### config.mk
export PLATFORM = sky130hd
export DESIGN_NAME = block_cache_lru_tag_controller_unit
export DESIGN_NICKNAME = d
export VERILOG_FILES = /design/src/design/bclru_pkg.sv /design/src/design/block_cache_lru_tag_controller_unit.sv /design/src/design/bclru_ctrl.sv /design/src/design/bclru_dp.sv
export SDC_FILE = /design/constraint.sdc
export NUM_CORES = 1
export LEC_CHECK = 0
export BUFFER_PORTS_ARGS = -buffer_cell sky130_fd_sc_hd__buf_2
export CORE_ASPECT_RATIO = 2
export CORE_MARGIN = 3
export CORE_UTILIZATION = 50
export DETAILED_ROUTE_END_ITERATION = 8
export MAX_ROUTING_LAYER = met4
export PLACE_DENSITY = 0.69
export SYNTH_ARGS = -nofsm -noshare
export SYNTH_HDL_FRONTEND = slang
export SYNTH_SLANG_ARGS = --single-unit
### constraint.sdc
create_clock -name clock -period 19.1 [get_ports clock]
set_input_delay 2.865 -clock clock [delete_from_list [all_inputs] [get_ports clock]]
set_output_delay 2.865 -clock clock [all_outputs]
set_load 0.05 [all_outputs]
### src/design/bclru_pkg.sv
package bclru_pkg;

   // Cache geometry and derived widths.
   localparam int SLOTS       = 16;
   localparam int SLOT_W      = $clog2(SLOTS);
   localparam int MAX_RESULTS = 16;
   localparam int WBCNT_W     = $clog2(MAX_RESULTS + 1);

   // Packed stream widths, rounded up to whole bytes.
   localparam int REQ_DATA_W = 56;
   localparam int RSP_DATA_W = 120;

   typedef enum logic [2:0] {
      OP_READ         = 3'd0,
      OP_WRITE        = 3'd1,
      OP_FLUSH_BLOCK  = 3'd2,
      OP_INVAL_BLOCK  = 3'd3,
      OP_INVAL_DEVICE = 3'd4,
      OP_FLUSH_ALL    = 3'd5
   } opcode_type;

   typedef enum logic [3:0] {
      ST_IDLE,
      ST_DISPATCH,
      ST_SCAN,
      ST_PICK,
      ST_APPLY,
      ST_EVICT,
      ST_ANSWER,
      ST_SWEEP,
      ST_SWEEP_END
   } state_type;

   // Which result the output register is loaded with.
   typedef enum logic [2:0] {
      OUT_NONE,
      OUT_FINAL,
      OUT_EVICT,
      OUT_PEND,
      OUT_PEND_LAST,
      OUT_EMPTY
   } out_kind_type;

   typedef struct packed {
      logic         load_req;
      logic         scan_step;
      logic         pick;
      logic         apply;
      logic         sweep_step;
      out_kind_type out_kind;
   } cmd_type;

   typedef struct packed {
      logic is_rw;
      logic is_blk;
      logic is_sweep;
      logic enabled;
      logic write_sync;
      logic scan_last;
      logic out_free;
      logic evict_now;
      logic sweep_wb;
      logic pend_valid;
   } status_type;

endpackage

### src/design/block_cache_lru_tag_controller_unit.sv
// Channel    Direction  Signals                            Contents
// req        in         req_tvalid/tready/tdata            one cache request
// rsp        out        rsp_tvalid/tready/tdata/tlast      one or more results per transaction
// csr        in         csr_we/csr_wdata                   cache enable
//
// A read or write searches the tags, visiting one slot per cycle through the shared tag
// compare; flush and invalidate of a block search the same way. A synced write that evicts
// a dirty block first answers with the eviction. Invalidate device and flush all sweep
// every slot; a disabled read or write and an unused opcode answer without a search.
// Each result waits while the rsp register is full, stalling the request.
// One request is in flight at a time. Reset is synchronous; it clears valid, dirty and
// counters at once and sets each slot's rank to its slot index.
module block_cache_lru_tag_controller_unit (
   input  logic                             clock,
   input  logic                             reset,
   input  logic                             req_tvalid,
   output logic                             req_tready,
   // opcode[2:0], device_number[18:3], block_number[50:19], sync_now[51]
   input  logic [bclru_pkg::REQ_DATA_W-1:0] req_tdata,
   output logic                             rsp_tvalid,
   input  logic                             rsp_tready,
   // status[0], hit[1], slot[5:2], writeback[6], writeback_device[22:7],
   // writeback_block[54:23], hit_total[86:55], miss_total[118:87]
   output logic [bclru_pkg::RSP_DATA_W-1:0] rsp_tdata,
   output logic                             rsp_tlast,
   input  logic                             csr_we,
   input  logic                             csr_wdata
);
   import bclru_pkg::*;

   cmd_type    cmd;
   status_type sts;

   bclru_ctrl u_ctrl (
      .clock      (clock),
      .reset      (reset),
      .req_tvalid (req_tvalid),
      .req_tready (req_tready),
      .sts        (sts),
      .cmd        (cmd)
   );

   bclru_dp u_dp (
      .clock      (clock),
      .reset      (reset),
      .req_tdata  (req_tdata),
      .csr_we     (csr_we),
      .csr_wdata  (csr_wdata),
      .cmd        (cmd),
      .sts        (sts),
      .rsp_tvalid (rsp_tvalid),
      .rsp_tready (rsp_tready),
      .rsp_tdata  (rsp_tdata),
      .rsp_tlast  (rsp_tlast)
   );

endmodule

### src/design/bclru_ctrl.sv
module bclru_ctrl (
   input  logic                  clock,
   input  logic                  reset,
   input  logic                  req_tvalid,
   output logic                  req_tready,
   input  bclru_pkg::status_type sts,
   output bclru_pkg::cmd_type    cmd
);
   import bclru_pkg::*;

   state_type state_ff;
   state_type state_in;

   // State register.
   always_ff @(posedge clock) begin
      if (reset) begin
         state_ff <= ST_IDLE;
      end else begin
         state_ff <= state_in;
      end
   end

   // Next state.
   always_comb begin
      state_in = state_ff;
      unique case (state_ff)
         ST_IDLE: begin
            if (req_tvalid) state_in = ST_DISPATCH;
         end
         ST_DISPATCH: begin
            priority if (sts.is_rw && !sts.enabled) state_in = ST_ANSWER;
            else if (sts.is_rw || sts.is_blk)     state_in = ST_SCAN;
            else if (sts.is_sweep)                state_in = ST_SWEEP;
            else                                  state_in = ST_ANSWER;
         end
         ST_SCAN: begin
            if (sts.scan_last) state_in = ST_PICK;
         end
         ST_PICK: begin
            state_in = ST_APPLY;
         end
         ST_APPLY: begin
            if (sts.is_rw && sts.write_sync && sts.evict_now) state_in = ST_EVICT;
            else                                               state_in = ST_ANSWER;
         end
         ST_EVICT: begin
            if (sts.out_free) state_in = ST_ANSWER;
         end
         ST_ANSWER: begin
            if (sts.out_free) state_in = ST_IDLE;
         end
         ST_SWEEP: begin
            if (!(sts.sweep_wb && sts.pend_valid && !sts.out_free) && sts.scan_last)
               state_in = ST_SWEEP_END;
         end
         ST_SWEEP_END: begin
            if (sts.out_free) state_in = ST_IDLE;
         end
         default: state_in = ST_IDLE;
      endcase
   end

   // Commands to the datapath.
   always_comb begin
      cmd        = '0;
      cmd.out_kind = OUT_NONE;
      req_tready = 1'b0;
      unique case (state_ff)
         ST_IDLE: begin
            req_tready   = 1'b1;
            cmd.load_req = req_tvalid;
         end
         ST_DISPATCH: ;
         ST_SCAN:  cmd.scan_step = 1'b1;
         ST_PICK:  cmd.pick = 1'b1;
         ST_APPLY: cmd.apply = 1'b1;
         ST_EVICT: begin
            if (sts.out_free) cmd.out_kind = OUT_EVICT;
         end
         ST_ANSWER: begin
            if (sts.out_free) cmd.out_kind = OUT_FINAL;
         end
         ST_SWEEP: begin
            // A new write-back pushes the pending one out, which needs room.
            if (!(sts.sweep_wb && sts.pend_valid && !sts.out_free)) begin
               cmd.sweep_step = 1'b1;
               if (sts.sweep_wb && sts.pend_valid) cmd.out_kind = OUT_PEND;
            end
         end
         ST_SWEEP_END: begin
            if (sts.out_free) cmd.out_kind = sts.pend_valid ? OUT_PEND_LAST : OUT_EMPTY;
         end
         default: ;
      endcase
   end

endmodule

### src/design/bclru_dp.sv
module bclru_dp (
   input  logic                                clock,
   input  logic                                reset,
   input  logic [bclru_pkg::REQ_DATA_W-1:0]    req_tdata,
   input  logic                                csr_we,
   input  logic                                csr_wdata,
   input  bclru_pkg::cmd_type                  cmd,
   output bclru_pkg::status_type               sts,
   output logic                                rsp_tvalid,
   input  logic                                rsp_tready,
   output logic [bclru_pkg::RSP_DATA_W-1:0]    rsp_tdata,
   output logic                                rsp_tlast
);
   import bclru_pkg::*;

   // Request fields held for the whole transaction.
   logic [2:0]  op_ff;
   logic [15:0] dev_ff;
   logic [31:0] blk_ff;
   logic        sync_ff;

   // Slot state.
   logic [15:0]       tag_dev_ff [SLOTS];
   logic [31:0]       tag_blk_ff [SLOTS];
   logic [SLOTS-1:0]  valid_ff, valid_in;
   logic [SLOTS-1:0]  dirty_ff, dirty_in;
   logic [SLOT_W-1:0] rank_ff [SLOTS];
   logic [SLOT_W-1:0] rank_in [SLOTS];
   logic [31:0]       hit_cnt_ff, miss_cnt_ff;
   logic              enable_ff;

   // Scan and decision registers.
   logic [SLOT_W-1:0] idx_ff;
   logic              hit_ff;
   logic [SLOT_W-1:0] hit_slot_ff;
   logic              free_ff;
   logic [SLOT_W-1:0] free_slot_ff;
   logic [SLOT_W-1:0] lru_slot_ff;
   logic [SLOT_W-1:0] lru_rank_ff;
   logic              wb_ff;
   logic [15:0]       wdev_ff;
   logic [31:0]       wblk_ff;

   // Pending write-back of a sweep, held until the next one or the end.
   logic              pend_valid_ff;
   logic [SLOT_W-1:0] pend_slot_ff;
   logic [15:0]       pend_dev_ff;
   logic [31:0]       pend_blk_ff;
   logic [WBCNT_W-1:0] wbcnt_ff;

   // Output register.
   logic              out_valid_ff;
   logic [RSP_DATA_W-1:0] out_data_ff;
   logic              out_last_ff;

   logic              is_rw, is_blk, is_sweep;
   logic              cur_valid, cur_dirty, tag_eq, dev_eq;
   logic [15:0]       cur_dev;
   logic [31:0]       cur_blk;
   logic [SLOT_W-1:0] cur_rank;
   logic              scan_last, out_free, evict_now;
   logic              sw_match, sw_wb, sw_clear;
   logic [SLOT_W-1:0] pick_slot;

   // Result fields chosen for the output register.
   logic              r_status, r_hit, r_wb, r_last;
   logic [SLOT_W-1:0] r_slot;
   logic [15:0]       r_dev;
   logic [31:0]       r_blk;

   // Slot read at the scan index.
   assign cur_valid = valid_ff[idx_ff];
   assign cur_dirty = dirty_ff[idx_ff];
   assign cur_dev   = tag_dev_ff[idx_ff];
   assign cur_blk   = tag_blk_ff[idx_ff];
   assign cur_rank  = rank_ff[idx_ff];
   assign dev_eq    = cur_dev == dev_ff;
   assign tag_eq    = cur_valid && dev_eq && (cur_blk == blk_ff);

   assign is_rw    = (op_ff == OP_READ) || (op_ff == OP_WRITE);
   assign is_blk   = (op_ff == OP_FLUSH_BLOCK) || (op_ff == OP_INVAL_BLOCK);
   assign is_sweep = (op_ff == OP_INVAL_DEVICE) || (op_ff == OP_FLUSH_ALL);

   assign scan_last = idx_ff == SLOT_W'(SLOTS - 1);
   assign out_free  = !out_valid_ff || rsp_tready;
   assign evict_now = !hit_ff && !free_ff && cur_dirty;
   assign pick_slot = hit_ff ? hit_slot_ff : (free_ff ? free_slot_ff : lru_slot_ff);

   // Sweep decision for the slot at the scan index.
   assign sw_match = cur_valid && ((op_ff == OP_FLUSH_ALL) || dev_eq);
   assign sw_wb    = sw_match && cur_dirty && (wbcnt_ff < WBCNT_W'(MAX_RESULTS));
   assign sw_clear = sw_match && (op_ff == OP_INVAL_DEVICE) && (!cur_dirty || sw_wb);

   always_comb begin
      sts.is_rw      = is_rw;
      sts.is_blk     = is_blk;
      sts.is_sweep   = is_sweep;
      sts.enabled    = enable_ff;
      sts.write_sync = (op_ff == OP_WRITE) && sync_ff;
      sts.scan_last  = scan_last;
      sts.out_free   = out_free;
      sts.evict_now  = evict_now;
      sts.sweep_wb   = sw_wb;
      sts.pend_valid = pend_valid_ff;
   end

   // Next values of valid, dirty and recency state.
   always_comb begin
      valid_in = valid_ff;
      dirty_in = dirty_ff;
      for (int j = 0; j < SLOTS; j++) begin
         rank_in[j] = rank_ff[j];
      end
      if (cmd.apply && is_rw) begin
         // Move the slot to the front; slots more recent than it age by one.
         for (int j = 0; j < SLOTS; j++) begin
            if (rank_ff[j] < cur_rank) rank_in[j] = rank_ff[j] + 1'b1;
         end
         rank_in[idx_ff]  = '0;
         valid_in[idx_ff] = 1'b1;
         // A write leaves the block dirty unless synced; a read hit keeps its state.
         if (op_ff == OP_WRITE) begin
            dirty_in[idx_ff] = !sync_ff;
         end else if (!hit_ff) begin
            dirty_in[idx_ff] = 1'b0;
         end
      end else if (cmd.apply && is_blk && hit_ff) begin
         dirty_in[idx_ff] = 1'b0;
         if (op_ff == OP_INVAL_BLOCK) valid_in[idx_ff] = 1'b0;
      end else if (cmd.sweep_step) begin
         if (sw_wb)    dirty_in[idx_ff] = 1'b0;
         if (sw_clear) valid_in[idx_ff] = 1'b0;
      end
   end

   // Result selection.
   always_comb begin
      r_status = 1'b0;
      r_hit    = 1'b0;
      r_slot   = '0;
      r_wb     = 1'b0;
      r_dev    = '0;
      r_blk    = '0;
      r_last   = 1'b1;
      unique case (cmd.out_kind)
         OUT_FINAL: begin
            priority if (is_rw && !enable_ff) begin
               r_status = 1'b1;
            end else if (is_rw) begin
               r_hit  = hit_ff;
               r_slot = idx_ff;
               if ((op_ff == OP_WRITE) && sync_ff) begin
                  r_wb  = 1'b1;
                  r_dev = dev_ff;
                  r_blk = blk_ff;
               end else if (wb_ff) begin
                  r_wb  = 1'b1;
                  r_dev = wdev_ff;
                  r_blk = wblk_ff;
               end
            end else if (is_blk && hit_ff) begin
               r_hit  = 1'b1;
               r_slot = idx_ff;
               if (wb_ff) begin
                  r_wb  = 1'b1;
                  r_dev = dev_ff;
                  r_blk = blk_ff;
               end
            end else begin
               r_hit = 1'b0;
            end
         end
         OUT_EVICT: begin
            r_hit  = hit_ff;
            r_slot = idx_ff;
            r_wb   = 1'b1;
            r_dev  = wdev_ff;
            r_blk  = wblk_ff;
            r_last = 1'b0;
         end
         OUT_PEND, OUT_PEND_LAST: begin
            r_slot = pend_slot_ff;
            r_wb   = 1'b1;
            r_dev  = pend_dev_ff;
            r_blk  = pend_blk_ff;
            r_last = cmd.out_kind == OUT_PEND_LAST;
         end
         OUT_NONE, OUT_EMPTY: ;
         default: ;
      endcase
   end

   // Control registers.
   always_ff @(posedge clock) begin
      if (reset) begin
         valid_ff      <= '0;
         dirty_ff      <= '0;
         for (int j = 0; j < SLOTS; j++) begin
            rank_ff[j] <= SLOT_W'(j);
         end
         hit_cnt_ff    <= '0;
         miss_cnt_ff   <= '0;
         enable_ff     <= 1'b1;
         out_valid_ff  <= 1'b0;
         pend_valid_ff <= 1'b0;
         wbcnt_ff      <= '0;
         hit_ff        <= 1'b0;
         free_ff       <= 1'b0;
         wb_ff         <= 1'b0;
         idx_ff        <= '0;
      end else begin
         valid_ff <= valid_in;
         dirty_ff <= dirty_in;
         for (int j = 0; j < SLOTS; j++) begin
            rank_ff[j] <= rank_in[j];
         end
         if (csr_we) enable_ff <= csr_wdata;

         // New transaction: clear the scan.
         if (cmd.load_req) begin
            idx_ff        <= '0;
            hit_ff        <= 1'b0;
            free_ff       <= 1'b0;
            wb_ff         <= 1'b0;
            pend_valid_ff <= 1'b0;
            wbcnt_ff      <= '0;
         end

         // Tag search: first hit, lowest free slot, least recent slot.
         if (cmd.scan_step) begin
            idx_ff <= idx_ff + 1'b1;
            if (tag_eq && !hit_ff) hit_ff <= 1'b1;
            if (!cur_valid && !free_ff) free_ff <= 1'b1;
         end

         if (cmd.pick) idx_ff <= pick_slot;

         // Eviction or block flush decides whether a write-back is due.
         if (cmd.apply) begin
            if (is_rw) begin
               wb_ff <= evict_now;
               if (op_ff == OP_READ) begin
                  if (hit_ff) hit_cnt_ff  <= hit_cnt_ff + 1'b1;
                  else        miss_cnt_ff <= miss_cnt_ff + 1'b1;
               end
            end else begin
               wb_ff <= hit_ff && cur_dirty;
            end
         end

         if (cmd.sweep_step) begin
            idx_ff <= idx_ff + 1'b1;
            if (sw_wb) begin
               pend_valid_ff <= 1'b1;
               wbcnt_ff      <= wbcnt_ff + 1'b1;
            end
         end

         // Output register.
         if (cmd.out_kind != OUT_NONE) out_valid_ff <= 1'b1;
         else if (rsp_tready)          out_valid_ff <= 1'b0;
      end
   end

   // Payload registers.
   always_ff @(posedge clock) begin
      if (cmd.load_req) begin
         op_ff   <= req_tdata[2:0];
         dev_ff  <= req_tdata[18:3];
         blk_ff  <= req_tdata[50:19];
         sync_ff <= req_tdata[51];
      end
      if (cmd.scan_step) begin
         if (tag_eq && !hit_ff) hit_slot_ff <= idx_ff;
         if (!cur_valid && !free_ff) free_slot_ff <= idx_ff;
         if ((idx_ff == '0) || (cur_rank > lru_rank_ff)) begin
            lru_slot_ff <= idx_ff;
            lru_rank_ff <= cur_rank;
         end
      end
      if (cmd.apply && is_rw) begin
         wdev_ff <= cur_dev;
         wblk_ff <= cur_blk;
         tag_dev_ff[idx_ff] <= dev_ff;
         tag_blk_ff[idx_ff] <= blk_ff;
      end
      if (cmd.sweep_step && sw_wb) begin
         pend_slot_ff <= idx_ff;
         pend_dev_ff  <= cur_dev;
         pend_blk_ff  <= cur_blk;
      end
      if (cmd.out_kind != OUT_NONE) begin
         out_data_ff <= {1'b0, miss_cnt_ff, hit_cnt_ff, r_blk, r_dev, r_wb,
                         4'(r_slot), r_hit, r_status};
         out_last_ff <= r_last;
      end
   end

   assign rsp_tvalid = out_valid_ff;
   assign rsp_tdata  = out_data_ff;
   assign rsp_tlast  = out_last_ff;

endmodule

==> results by group <==
Clocking
  – Total CTS buffers: between 100 and 150
  – Setup Fix Bufs, Post-CTS: 0
  – Clock tree buffer depth: 3
  – Root buf cell: clkbuf_16
  – CTS sink cnt: ~1200
  – CTS Hold Bufs: 0
  – CTS tree: built
  – H-tree Lvls: 3
  – Clock Latency Late Sink: about 720 ps
  – Reg clk slew, reported paths: around 70 ps
  – Post_cts resized: 0

Logic synthesis
  – Multiplexer share of the synthesized area: 12.82%
  – Post-Synthesis Cell Area: 49810 sq um
  – Main synth FF type: edfxtp_1
  – FFs w/ async S/R, synth: 0%
  – Top cell type by total area after synthesis: edfxtp_1
  – Syn_nets: roughly 3000
  – Synth Area in Adders: under 10%
  – Synth area leaders: edfxtp_1, mux4_2, dfxtp_1, ha_1, mux2i_1
  – YS warnings: 0
  – Gate Count Post-Synth: roughly 2800
  – Synth top area share: 63.66%
  – Commonest cells in the synthesized netlist: edfxtp_1, mux4_2, dfxtp_1
  – Number of synthesized register bits: 1239
  – Sequential cell area fraction in the yosys report: 71.02%
  – Synth cell types: 71
  – Compound-gate portion of the synthesized area: under 10%
  – Syn Area/Cell: between 15 and 20 sq um
  – Post-synth EDFFs: 1056
  – Simple-Gate Fraction of Synth Area: 5.597%
  – Most frequent cell after synthesis: edfxtp_1
  – XOR/XNOR Fraction of Synth Area: roughly 2.6%
  – Largest family of logic cells by synthesized area: multiplexers

Die
  – Die footprint: slightly above 100000 sq um
  – Starting Density: around 50%
  – Top Ports: 185
  – Site Rows: 163
  – Die span in x: between 200 and 250 um
  – Placeable Area: 98710 sq um
  – Die Ht: approximately 450 um

Status
  – Outcome: finished clean

Setup path
  – Crit path required time: around 20000 ps
  – CP Capture Type: register
  – Worst Path Arrival: roughly 7900 ps
  – Reg2reg setup slack: about 12000 ps
  – Critical path type: reg -> reg
  – Critical Path Source Type: register
  – CP Max Fanout: a little under 70

Pwr
  – Fraction of power consumed by sequential logic: 49.8%
  – Pleak: 17.94 nW
  – Clk network pwr share: 32.5%
  – VDD IR-drop max: a little under 0.1 mV
  – Pwr per Cell Area: 121.5 nW/um^2
  – Comb power frac: between 15 and 20%
  – Sw power: 0.001889 W
  – P_int: slightly below 0.005 W
  – Net Sw Frac: between 20% and 30%

STA
  – Final WS setup: approximately 12000 ps
  – Setup violators final: 0
  – Slew Limit Headroom: 15.96%
  – Layout Skew: between 20 and 25 ps
  – Period utilization: between 30% and 40%
  – Fin crit period: between 7000 and 8000 ps
  – Fin. max-slew vios: 0
  – Final Hold Fails: 0
  – RSZ-0062 raised after global routing: false
  – Hold slack final: approximately 470 ps
  – Fmax: between 100 and 150 MHz
  – Setup TNS: 0 ps
  – Worst slew pin tran: roughly 1300 ps

Global route
  – Vias in the first global route: approximately 28000
  – Largest net degree at the start of global routing: around 120
  – GR Overflow Total: 0
  – First-pass GRT wire length: around 180000 um
  – Overall routing resource usage: about a quarter
  – Initial antenna violation count: 2

Drt
  – DR DRC count: 0
  – Vias per cell: between 6 and 7
  – Routed Antenna Nets: 0
  – Total routed wirelength: approximately 120000 um
  – Initial DRC Count: 2800
  – First-pass detailed-route iteration total: 5
  – DR WL/cell: between 20 and 30 um
  – Via Count: ~27000

Final layout
  – Final Non-Filler Cells: approximately 4400
  – Final Net Count: 3169
  – Core Util, Final: a little under three fifths
  – Fraction of layout cells with a size suffix above 1: a little over a fifth
  – Fillers: around 7600
  – Synth-to-Final Area Change: 11.84%

Placed design
  – DP HPWL: 68470 um
  – # port buffers: 179
  – Cell count after placement: around 4200
  – GPL Wtd Cong: between 0.8 and 0.9
  – Pre-CTS WS: 11710 ps

Job
  – Max Cap Viol: 0

Min path
  – Tightest Hold Check Type: reg -> reg
[power by group through the flow]
| stage | sequential (W) | combinational [W] | clock [W] |
|---|---|---|---|
| after floorplan | 0.00350 | 0.000814 | 0 |
| after global placement | 0.00341 | 0.00119 | 0 |
| after detailed placement | 0.00343 | 0.00121 | 0 |
| after CTS | 0.00337 | 0.00122 | 0.00224 |
| after global routing | 0.00339 | 0.00128 | 0.00234 |
| final | 0.00337 | 0.00120 | 0.00220 |
[per-stage QoR]
step	power [W]	instance area, sq um
3_3_place_gp	0.004603	52190
3_5_place_dp	0.004642	52190
4_1_cts	0.006828	55700
2_1_floorplan	0.004309	49810
6_report	0.006771	55710
5_1_grt	0.007017	55710
[critical path, stage by stage (launching register included)]
cell       delay (ps)
dfxtp_4           640
buf_4             960
buf_4             900
mux4_2            640
xor2_1            190
a32oi_1           250
or3b_1            380
a211o_1           330
a2111oi_4         380
nor2b_1           360
o221a_4           630
buf_4             800
o21ai_0           310
mux2i_1           170
[cell usage in the layout (no fill, tap or decap), drive strengths merged, types with 40 or more instances in the layout]
cell type  Yosys  final
a21oi         58     58
a221o         51     51
buf           63    219
clkbuf        70    129
dfxtp        183    183
edfxtp      1056   1056
ha            75     75
inv           34     40
mux2i         91     91
mux4         239    239
nand2         99     99
nor2         174    174
nor2b         62     62
nor3          49     49
o21ai         76     76
xnor2         76     76
xor2          72     72
[cell type report]
cell class	count	area, sq um	area share, %
clock inverters	64	705.7	1.267
multi-input cells	1435	13810	24.78
inverters	34	130.1	0.2336
well taps	1320	1652	2.965
flip-flops and latches	1239	35390	63.53
clock buffers	129	2811	5.047
diodes	1	2.502	0.004492
repair buffers	219	1211	2.174
[cell families (layout without fill, tap and decap cells)]
group,count (synthesis),count (layout)
DFF,1239,1239
and+or+nand+nor,562,562
muxes,336,336
AOI/OAI and AO/OA,313,313
buffers and inverters,167,446
xor gates and xnor gates,148,148
adders and majority gates,75,75
other,1,2
[path summary, 6_finish.rpt]
| path | startpoint | to | depth (start not counted) |
|---|---|---|---|
| hold / removal | u_dp.hit_cnt_ff[31]$_SDFFE_PP0P_ | u_dp.rsp_tdata[86]$_DFFE_PP_ | 0 |
| hold reg to reg | u_dp.hit_cnt_ff[31]$_SDFFE_PP0P_ | u_dp.rsp_tdata[86]$_DFFE_PP_ | 0 |
| setup / recovery | register | u_dp.dirty_ff[3]$_SDFFE_PP0P_ | 13 |
| setup reg to reg | register | u_dp.dirty_ff[3]$_SDFFE_PP0P_ | 13 |
[registers in the layout, summed over array words and instances, names as in the netlist, 32 cells and up, named ones only]
register / count
u_dp.rank_ff: 64
u_dp.tag_blk_ff: 512
u_dp.hit_cnt_ff: 32
u_dp.wblk_ff: 32
u_dp.tag_dev_ff: 256
u_dp.rsp_tdata: 119
u_dp.blk_ff: 32
u_dp.miss_cnt_ff: 32
u_dp.pend_blk_ff: 32
[metal layers]
layer | GRT usage (%) | share of wire (%) | vias up
met5 | - | 0 | -
met4 | 8.952 | 3.5 | 0
met3 | 3.315 | 6.4 | 236
met2 | 41.78 | 53 | 1191
met1 | 28.81 | 37 | 14091
li1 | - | - | 11612
Power figures use the tool's default switching activity.
